===== src/hw/rtl/oaat_pkg.sv =====
// ----------------------------------------------------------------------------
// oaat_pkg
// Shared widths, constants and reset values for the one-at-a-time bucket hash.
// ----------------------------------------------------------------------------
package oaat_pkg;

	localparam int HASH_W      = 64;
	localparam int BYTE_W      = 8;
	localparam int COUNT_W     = 32;
	localparam int APB_DATA_W  = 32;
	localparam int APB_ADDR_W  = 3;
	localparam int QUEUE_DEPTH = 2;
	localparam int DIV_STEP_W  = $clog2(HASH_W);

	localparam logic [COUNT_W-1:0] BUCKET_COUNT_RESET = 32'd128;

	localparam int MIX_ADD_SHIFT = 10;
	localparam int MIX_XOR_SHIFT = 6;
	localparam int FIN_ADD1_SHIFT = 3;
	localparam int FIN_XOR_SHIFT  = 11;
	localparam int FIN_ADD2_SHIFT = 15;

	localparam logic [APB_ADDR_W-1:0] REG_BUCKET_COUNT = 3'd0;

	typedef logic [HASH_W-1:0] hash_t;

endpackage


===== src/hw/rtl/oaat_front.sv =====
// ----------------------------------------------------------------------------
// oaat_front
// Absorbs key bytes into the running hash and finalises it on the last byte.
// ----------------------------------------------------------------------------
module oaat_front (
	input  logic                          clk,
	input  logic                          arst_n,
	input  logic                          in_valid,
	output logic                          in_ready,
	input  logic [oaat_pkg::BYTE_W-1:0]   key_byte,
	input  logic                          last_byte,
	output logic                          push_valid,
	input  logic                          push_ready,
	output oaat_pkg::hash_t               push_data
);

	typedef enum logic [1:0] {
		ST_ABSORB,
		ST_FIN1,
		ST_FIN2,
		ST_PUSH
	} state_t;

	state_t          state_q;
	oaat_pkg::hash_t hash_q;
	oaat_pkg::hash_t sum;
	oaat_pkg::hash_t mix_add;
	oaat_pkg::hash_t mix_out;
	oaat_pkg::hash_t fin_add;
	oaat_pkg::hash_t fin1_out;
	oaat_pkg::hash_t fin2_out;

	always_comb begin
		sum      = hash_q + {{(oaat_pkg::HASH_W-oaat_pkg::BYTE_W){key_byte[oaat_pkg::BYTE_W-1]}},
			key_byte};
		mix_add  = sum + (sum << oaat_pkg::MIX_ADD_SHIFT);
		mix_out  = mix_add ^ (mix_add >> oaat_pkg::MIX_XOR_SHIFT);
		fin_add  = hash_q + (hash_q << oaat_pkg::FIN_ADD1_SHIFT);
		fin1_out = fin_add ^ (fin_add >> oaat_pkg::FIN_XOR_SHIFT);
		fin2_out = hash_q + (hash_q << oaat_pkg::FIN_ADD2_SHIFT);
	end

	assign in_ready   = (state_q == ST_ABSORB);
	assign push_valid = (state_q == ST_PUSH);
	assign push_data  = hash_q;

	always_ff @(posedge clk or negedge arst_n) begin
		if (!arst_n) begin
			state_q <= ST_ABSORB;
			hash_q  <= '0;
		end else begin
			case (state_q)
				ST_ABSORB: begin
					if (in_valid) begin
						hash_q <= mix_out;
						if (last_byte) begin
							state_q <= ST_FIN1;
						end
					end
				end
				ST_FIN1: begin
					hash_q  <= fin1_out;
					state_q <= ST_FIN2;
				end
				ST_FIN2: begin
					hash_q  <= fin2_out;
					state_q <= ST_PUSH;
				end
				ST_PUSH: begin
					if (push_ready) begin
						hash_q  <= '0;
						state_q <= ST_ABSORB;
					end
				end
				default: begin
					state_q <= ST_ABSORB;
				end
			endcase
		end
	end

endmodule


===== src/hw/rtl/oaat_queue.sv =====
// ----------------------------------------------------------------------------
// oaat_queue
// Small first-in first-out queue of finalised hashes between front and back.
// ----------------------------------------------------------------------------
module oaat_queue #(
	parameter int DEPTH = oaat_pkg::QUEUE_DEPTH
) (
	input  logic            clk,
	input  logic            arst_n,
	input  logic            push_valid,
	output logic            push_ready,
	input  oaat_pkg::hash_t push_data,
	output logic            pop_valid,
	input  logic            pop_ready,
	output oaat_pkg::hash_t pop_data
);

	localparam int PTR_W = (DEPTH > 1) ? $clog2(DEPTH) : 1;
	localparam int CNT_W = $clog2(DEPTH + 1);
	localparam logic [PTR_W-1:0] LAST_PTR = PTR_W'(DEPTH - 1);
	localparam logic [CNT_W-1:0] FULL_CNT = CNT_W'(DEPTH);

	oaat_pkg::hash_t   mem_q [DEPTH];
	logic [PTR_W-1:0]  wr_ptr_q;
	logic [PTR_W-1:0]  rd_ptr_q;
	logic [CNT_W-1:0]  count_q;
	logic              do_push;
	logic              do_pop;

	assign push_ready = (count_q != FULL_CNT);
	assign pop_valid  = (count_q != '0);
	assign pop_data   = mem_q[rd_ptr_q];
	assign do_push    = push_valid && push_ready;
	assign do_pop     = pop_valid && pop_ready;

	always_ff @(posedge clk) begin
		if (do_push) begin
			mem_q[wr_ptr_q] <= push_data;
		end
	end

	always_ff @(posedge clk or negedge arst_n) begin
		if (!arst_n) begin
			wr_ptr_q <= '0;
			rd_ptr_q <= '0;
			count_q  <= '0;
		end else begin
			if (do_push) begin
				wr_ptr_q <= (wr_ptr_q == LAST_PTR) ? '0 : wr_ptr_q + 1'b1;
			end
			if (do_pop) begin
				rd_ptr_q <= (rd_ptr_q == LAST_PTR) ? '0 : rd_ptr_q + 1'b1;
			end
			if (do_push && !do_pop) begin
				count_q <= count_q + 1'b1;
			end else if (do_pop && !do_push) begin
				count_q <= count_q - 1'b1;
			end
		end
	end

endmodule


===== src/hw/rtl/oaat_back.sv =====
// ----------------------------------------------------------------------------
// oaat_back
// Reduces each finalised hash modulo the bucket count (giving zero for a zero
// count), one bit per cycle, and holds the result until it is taken.
// ----------------------------------------------------------------------------
module oaat_back (
	input  logic                           clk,
	input  logic                           arst_n,
	input  logic                           pop_valid,
	output logic                           pop_ready,
	input  oaat_pkg::hash_t                pop_data,
	input  logic [oaat_pkg::COUNT_W-1:0]   bucket_count,
	output logic                           out_valid,
	input  logic                           out_ready,
	output logic [oaat_pkg::COUNT_W-1:0]   bucket_index,
	output oaat_pkg::hash_t                full_hash
);

	typedef enum logic [1:0] {
		ST_IDLE,
		ST_DIV,
		ST_DONE
	} state_t;

	localparam logic [oaat_pkg::DIV_STEP_W-1:0] LAST_STEP =
		oaat_pkg::DIV_STEP_W'(oaat_pkg::HASH_W - 1);

	state_t                              state_q;
	logic [oaat_pkg::DIV_STEP_W-1:0]     step_q;
	oaat_pkg::hash_t                     dividend_q;
	oaat_pkg::hash_t                     hash_q;
	logic [oaat_pkg::COUNT_W-1:0]        rem_q;
	logic [oaat_pkg::COUNT_W:0]          trial;
	logic [oaat_pkg::COUNT_W:0]          diff;
	logic                                fits;

	always_comb begin
		trial = {rem_q, dividend_q[oaat_pkg::HASH_W-1]};
		diff  = trial - {1'b0, bucket_count};
		fits  = (trial >= {1'b0, bucket_count});
	end

	assign pop_ready    = (state_q == ST_IDLE);
	assign out_valid    = (state_q == ST_DONE);
	assign full_hash    = hash_q;
	assign bucket_index = (bucket_count == '0) ? '0 : rem_q;

	always_ff @(posedge clk) begin
		case (state_q)
			ST_IDLE: begin
				if (pop_valid) begin
					dividend_q <= pop_data;
					hash_q     <= pop_data;
					rem_q      <= '0;
				end
			end
			ST_DIV: begin
				dividend_q <= dividend_q << 1;
				rem_q      <= fits ? diff[oaat_pkg::COUNT_W-1:0] : trial[oaat_pkg::COUNT_W-1:0];
			end
			default: begin
			end
		endcase
	end

	always_ff @(posedge clk or negedge arst_n) begin
		if (!arst_n) begin
			state_q <= ST_IDLE;
			step_q  <= '0;
		end else begin
			case (state_q)
				ST_IDLE: begin
					if (pop_valid) begin
						step_q  <= '0;
						state_q <= ST_DIV;
					end
				end
				ST_DIV: begin
					step_q <= step_q + 1'b1;
					if (step_q == LAST_STEP) begin
						state_q <= ST_DONE;
					end
				end
				ST_DONE: begin
					if (out_ready) begin
						state_q <= ST_IDLE;
					end
				end
				default: begin
					state_q <= ST_IDLE;
				end
			endcase
		end
	end

endmodule


===== src/hw/rtl/one_at_a_time_bucket_hash.sv =====
// ----------------------------------------------------------------------------
// one_at_a_time_bucket_hash
// One-at-a-time key hash with a bucket select over a configurable table size.
//
//   Channel   Handshake         Payload
//   in        in_valid/ready    key_byte, last_byte
//   out       out_valid/ready   bucket_index, full_hash
//   config    APB write/read    bucket_count at addresses 0 to 3
//
// Bytes that are not the last stream in at one per cycle. After the last byte
// the front finalises the hash in ST_FIN1 and ST_FIN2 and then offers it to
// the queue in ST_PUSH, where it waits while the queue is full. The back
// divides bit-serially and takes no new hash until its result is taken; the
// queue lets the front absorb the next key meanwhile. Reset clears the running
// hash and sets bucket_count to 128.
// ----------------------------------------------------------------------------
module one_at_a_time_bucket_hash #(
	parameter int QUEUE_DEPTH = oaat_pkg::QUEUE_DEPTH
) (
	input  logic                              clk,
	input  logic                              arst_n,
	input  logic                              in_valid,
	output logic                              in_ready,
	input  logic [oaat_pkg::BYTE_W-1:0]       key_byte,
	input  logic                              last_byte,
	output logic                              out_valid,
	input  logic                              out_ready,
	output logic [oaat_pkg::COUNT_W-1:0]      bucket_index,
	output logic [oaat_pkg::HASH_W-1:0]       full_hash,
	input  logic                              psel,
	input  logic                              penable,
	input  logic                              pwrite,
	input  logic [oaat_pkg::APB_ADDR_W-1:0]   paddr,
	input  logic [oaat_pkg::APB_DATA_W-1:0]   pwdata,
	output logic [oaat_pkg::APB_DATA_W-1:0]   prdata,
	output logic                              pready
);

	logic [oaat_pkg::COUNT_W-1:0] bucket_count_q;
	logic                         push_valid;
	logic                         push_ready;
	oaat_pkg::hash_t              push_data;
	logic                         pop_valid;
	logic                         pop_ready;
	oaat_pkg::hash_t              pop_data;
	logic                         reg_hit;

	assign pready  = 1'b1;
	assign reg_hit = (paddr[oaat_pkg::APB_ADDR_W-1] ==
		oaat_pkg::REG_BUCKET_COUNT[oaat_pkg::APB_ADDR_W-1]);
	assign prdata  = reg_hit ? bucket_count_q : '0;

	always_ff @(posedge clk or negedge arst_n) begin
		if (!arst_n) begin
			bucket_count_q <= oaat_pkg::BUCKET_COUNT_RESET;
		end else if (psel && penable && pwrite && reg_hit) begin
			bucket_count_q <= pwdata[oaat_pkg::COUNT_W-1:0];
		end
	end

	oaat_front u_front (
		.clk        (clk),
		.arst_n     (arst_n),
		.in_valid   (in_valid),
		.in_ready   (in_ready),
		.key_byte   (key_byte),
		.last_byte  (last_byte),
		.push_valid (push_valid),
		.push_ready (push_ready),
		.push_data  (push_data)
	);

	oaat_queue #(
		.DEPTH (QUEUE_DEPTH)
	) u_queue (
		.clk        (clk),
		.arst_n     (arst_n),
		.push_valid (push_valid),
		.push_ready (push_ready),
		.push_data  (push_data),
		.pop_valid  (pop_valid),
		.pop_ready  (pop_ready),
		.pop_data   (pop_data)
	);

	oaat_back u_back (
		.clk          (clk),
		.arst_n       (arst_n),
		.pop_valid    (pop_valid),
		.pop_ready    (pop_ready),
		.pop_data     (pop_data),
		.bucket_count (bucket_count_q),
		.out_valid    (out_valid),
		.out_ready    (out_ready),
		.bucket_index (bucket_index),
		.full_hash    (full_hash)
	);

endmodule


===== config.mk =====
export PLATFORM = sky130hd
export DESIGN_NAME = one_at_a_time_bucket_hash
export DESIGN_NICKNAME = d
export VERILOG_FILES = /design/src/hw/rtl/oaat_pkg.sv /design/src/hw/rtl/oaat_front.sv /design/src/hw/rtl/oaat_queue.sv /design/src/hw/rtl/oaat_back.sv /design/src/hw/rtl/one_at_a_time_bucket_hash.sv
export SDC_FILE = /design/constraint.sdc
export NUM_CORES = 1
export LEC_CHECK = 0
export ABC_AREA = 1
export BUFFER_PORTS_ARGS = -buffer_cell sky130_fd_sc_hd__buf_2
export CORE_AREA = 4 4 281 283
export CTS_CLUSTER_DIAMETER = 80
export DETAILED_ROUTE_END_ITERATION = 10
export DIE_AREA = 0 0 285 287
export GPL_TIMING_DRIVEN = 0
export HOLD_SLACK_MARGIN = 0.1
export SLEW_MARGIN = 20
export SYNTH_ARGS = -nofsm -noshare
export SYNTH_HDL_FRONTEND = slang
export SYNTH_SLANG_ARGS = --single-unit

===== constraint.sdc =====
create_clock -name clk -period 21.9 [get_ports clk]
set_input_delay 4.38 -clock clk [delete_from_list [all_inputs] [get_ports clk]]
set_output_delay 4.38 -clock clk [all_outputs]
set_load 0.05 [all_outputs]

======== Word-level counts from Yosys, hierarchy flattened ========
Memory sizes are Yosys's and may differ from the RTL's.
Cells that the tools add are included.
storage, ports and cells
  logic and storage cells ................. 85
  bits of input ports ..................... 51
  bits in writable memories ............... 128
  memories ................................ 1
  output and inout port bits .............. 131
  bits in registers ....................... 270
memories
  name           words  width  rd ports  clocked after memory_dff  write ports  line              text
  u_queue.mem_q  2      64     1         0                         1            oaat_queue.sv:23  oaat_pkg::hash_t mem_q [DEPTH];
cells by class
  bitwise gates (word level) .............. 3
  reduce and logical (&&, ||, !) cells .... 20
  magnitude comparators ................... 1
  add/sub/neg operators ................... 10
  muxes and demuxes ....................... 26
  equality and inequality tests ........... 13
operator list
  operator                                                number
  adder 64 bit                                            4
  case mux 64 bit (4 select lines)                        1
  two-way mux 64 bit                                      3
  two-way mux 32 bit                                      4
  case mux 64 bit (2 select lines)                        1
  case mux 32 bit (2 select lines)                        1
  XOR 64 x 53 -> 64 bit                                   1
  XOR 64 x 58 -> 64 bit                                   1
  >= comparator 33 x 32 -> 1 bit                          1
  logical NOT 32 bit                                      1
  subtractor 32 bit                                       1
  two-way mux 2 bit                                       8
  case mux 6 bit (2 select lines)                         1
  inequality test 2 x 1 -> 1 bit (second input constant)  4
  case mux 2 bit (4 select lines)                         1
  logical AND 1 bit                                       7
  adder 6 x 1 -> 6 bit (second input constant)            1
  == test 2 bit (second input constant)                   3
  == test 6 bit (second input constant)                   1
  two-way mux 6 bit                                       1
  inequality test 2 bit (second input constant)           3
  case mux 2 bit (3 select lines)                         1
  AND reduction 2 bit                                     3
  AND reduction 3 bit                                     2
  9 further kinds                                         18

======== Longest topological paths before layout ========
  depth after elaboration ................. 6
  depth in mapped cells ................... 36
  gate-level depth less buffers ........... 36

======== Hierarchy ========
A second synthesis with hierarchy kept.
unflattened totals
  cell total of the unflattened synthesis .. 5274
  area, all modules ....................... 36088.4 um2
by module, submodules not included
  module                     area each (um2)  sequential area each (um2)  instances  cells each
  oaat_front                 19892.8          1651.6                      1          3498
  oaat_back                  9735.6           5004.8                      1          1201
  oaat_queue                 4872.2           3943.8                      1          363
  one_at_a_time_bucket_hash  1587.8           802.0                       1          212

======== Worst setup path before layout ========
Ideal clock, no wire load.
  path kind ............................... input to output
  from .................................... input paddr[2] (netlist name)
  to ...................................... output prdata[10] (netlist name)
  arrival time ............................ 5.387 ns
  data required time ...................... 17.520 ns
  path slack .............................. 12.133 ns
  cell stages on the path ................. 3
  path buffers ............................ 2
  path through ............................ clkbuf_1 > clkbuf_1 > nor2_1
between the ends
  longest elaborated chain between the ends .. 1
ends and longest elaborated chain
  element             line                             text
  start, declared     one_at_a_time_bucket_hash.sv:33  input logic [oaat_pkg::APB_ADDR_W-1:0] paddr,
  two-way mux 32 bit  one_at_a_time_bucket_hash.sv:51  assign prdata = reg_hit ? bucket_count_q : '0;
  end, declared       one_at_a_time_bucket_hash.sv:35  output logic [oaat_pkg::APB_DATA_W-1:0] prdata,
Every way passes these cells.

======== Worst setup path in the final report ========
  from .................................... input paddr[2] (netlist name)
  to ...................................... output prdata[6] (netlist name)
The elaborated chain is that of the path after synthesis.

==> results.yml <==
drt:
  wire_per_inst_um: 20.6
  totalWireLength_um: 124000
  antenna_left: 0
  vias_per_cell: 5.47
  vias: 33000
  detail_route.iter0.violations: 2235
  drc_errors: 0
  firstDrtPassIters: 5
setup_path:
  crit_fanout: 10
  max_stage_delay_ns: 0.43
  worstSetupPathType: "in2out"
  cpMostUsedCell: "clkbuf_1"
  path_cells: "clkbuf_1 -> clkbuf_1 -> nor2_1 -> buf_2"
  slowest_stage: "clkbuf_1"
  worstPathRequired_ns: 17.52
  worst_setup_path_start_kind: "input port"
  end_kind: "primary output"
  cp.arrival_ns: 5.39
sta:
  worst_pin_slew_ns: 1.09
  hold_viol: 0
  finalCritPeriodShare_pct: 44.6
  rsz0062_at_grt: "no"
  skew_ns: 0.0166
  slew_headroom_pct: 26.4
  tns_ns: 0
  finalSetupViolations: 0
  maxSlewViolCount: 0
  finalCriticalPeriod_ns: 9.77
  fmax_mhz: 102
logic_synthesis:
  yosysTopAreaCell: "edfxtp_1"
  synthCells: 4738
  synth_fp_nets: 5056
  syn_avg_cell_area_um2: 7.21
  yosysWarnings: 0
  synth_area_mm2: 0.0342
  yosysMostFrequentCell: "nand2_1"
  ys.flop_type: "edfxtp_1"
  async_flop_share_pct: 27.6
  synth_cell_types: 76
  synth.ff_latch_count: 398
  synth_area_leaders: "edfxtp_1 25%, nand2_1 13%, ha_1 9.6%"
  synth_common_cells: "1221 x nand2_1, 589 x inv_1, 517 x nor2_1"
  synth_top_area_share_pct: 25.3
  yosysSeqAreaShare_pct: 33.4
  synth-edff-count: 288
clock_network:
  cts_resized: 0
  clkTransAtPathRegs_ns: 0.07
  holdBufCountCts: 0
  root_buffer: "clkbuf_16"
  tritoncts: "built"
  cts_max_path_buffers: 3
  numCtsBuffers: 40
  cts-htree-levels: 2
  clkSinkCount: 398
  cts_setup_buffers: 0
  clkLatencyLatePin_ns: 0.57
grt:
  first_global_vias: 32800
  grt_max_degree: 70
  top_usage_layer: "met2"
  use_met3_pct: 2.34
  antenna_found_initial: 1
  grt_first_pass_wirelength_um: 188000
  track_usage_pct: 29.7
  met1_usage_pct: 37.5
  grt_use_met2_pct: 53.0
  overflow: 0
finish:
  nFillCells: 7960
  n_antenna_cell: 0
  area_growth_pct: 10.9
  seq_area_mm2: 0.0114
  drive_above_1_share_pct: 8.31
  nets: 5283
  multi_input_area_mm2: 0.0201
die:
  initial_core_util_pct: 44.5
  die_w_um: 285
  num_rows: 102
  coreArea_mm2: 0.0767
  dieArea_mm2: 0.0818
  pin_count: 182
  die_y_um: 287
placed_design:
  dpl.hpwl_um: 102000
  port_buffers: 177
  gp_congestion: 0.990
min_path:
  hold_path.class: "reg2reg"
flow_run:
  drv_cap: 0
run_status:
  status: "completed"
## critical path, delay by kind of cell
family	cells	cell delay, ns
buffers and inverters	3	0.89
AND/OR/NAND/NOR	1	0.11
## stage by stage
stage / cell area (µm²) / hold WS (ns) / setup WS (ns) / utilization, % / cells
5_1_grt: 37900 / 0.558 / 11.90 / 49.4 / 6036
3_5_place_dp: 36600 / 0.516 / 11.38 / 47.7 / 5963
6_report: 37900 / 0.521 / 12.13 / 49.4 / 6036
2_1_floorplan: 34200 / 0.477 / 12.13 / - / 4738
4_1_cts: 37900 / 0.524 / 11.97 / 49.4 / 6036
3_3_place_gp: 36300 / 0.499 / 11.39 / 47.4 / 5955
## cell families after synthesis
kind of cell / count (synthesis) / share of synthesized area [%]
buffers and inverters: 701 / 7.79
XOR/XNOR: 219 / 5.75
AND/OR/NAND/NOR: 2164 / 26.8
other: 1 / 0.0110
flip-flops: 398 / 33.4
adder cells (fa/ha/maj): 267 / 9.89
AO/OA/AOI/OAI: 988 / 16.4
## layout by cell type (no fill, tap or decap), drive strengths merged, types with 14 or more instances in the layout
cell	instances
nand4	54
inv	609
a21o	26
nand3	207
nor2	546
ha	262
o211ai	14
nand2	1260
or2	21
a21oi	460
xnor2	87
clkbuf	120
clkinv	25
o21bai	21
nor3	36
nor4	22
xor2	132
o21a	19
buf	196
o21ai	263
edfxtp	288
dfrtp	109
a31oi	120
## registers in the layout (all words and copies together) (netlist names)
name and flops:
u_back.full_hash 64, u_front.push_data 64, u_back.state_q 2, u_queue.wr_ptr_q 1, u_back.step_q 6, u_back.dividend_q 64
u_queue.count_q 2, u_front.state_q 2, bucket_count_q 32, u_queue.mem_q 128, u_queue.rd_ptr_q 1, u_back.rem_q 32
## cell type report
type | instances | area share [%]
sequential | 398 | 30.1
clock buffer | 47 | 2.71
tap | 1040 | 3.44
timing repair buffer | 185 | 2.83
clock inverter | 26 | 0.753
multi-input combinational | 3639 | 53.1
buffer | 85 | 0.922
inverter | 616 | 6.12
## final timing paths
| check | from | to | slack (ns) | cells past startpoint |
|---|---|---|---|---|
| worst max-delay path | paddr[2] | prdata[6] | 12.13 | 4 |
| worst max register to register | u_front.push_data[0] | u_front.push_data[41] | 15.41 | 33 |
| worst min register to register | u_queue.mem_q[0][11] | u_back.full_hash[11] | 0.52 | 2 |
| worst min-delay path | u_queue.mem_q[0][11] | u_back.full_hash[11] | 0.52 | 2 |
| min in group asynchronous | arst_n | bucket_count_q[5] | 3.74 | 1 |
| max in group asynchronous | arst_n | u_front.push_data[60] | 17.39 | 2 |
## per-layer routing
layer  up-vias  routed length (µm)
met3       243                6410
li1      16400                   -
met4         0                5320
met1     15400               52200
met2       986               60400
met5         -                   0
Power is not shown: default switching activity piles up to over one toggle a cycle in this logic, so the estimate is an artifact.
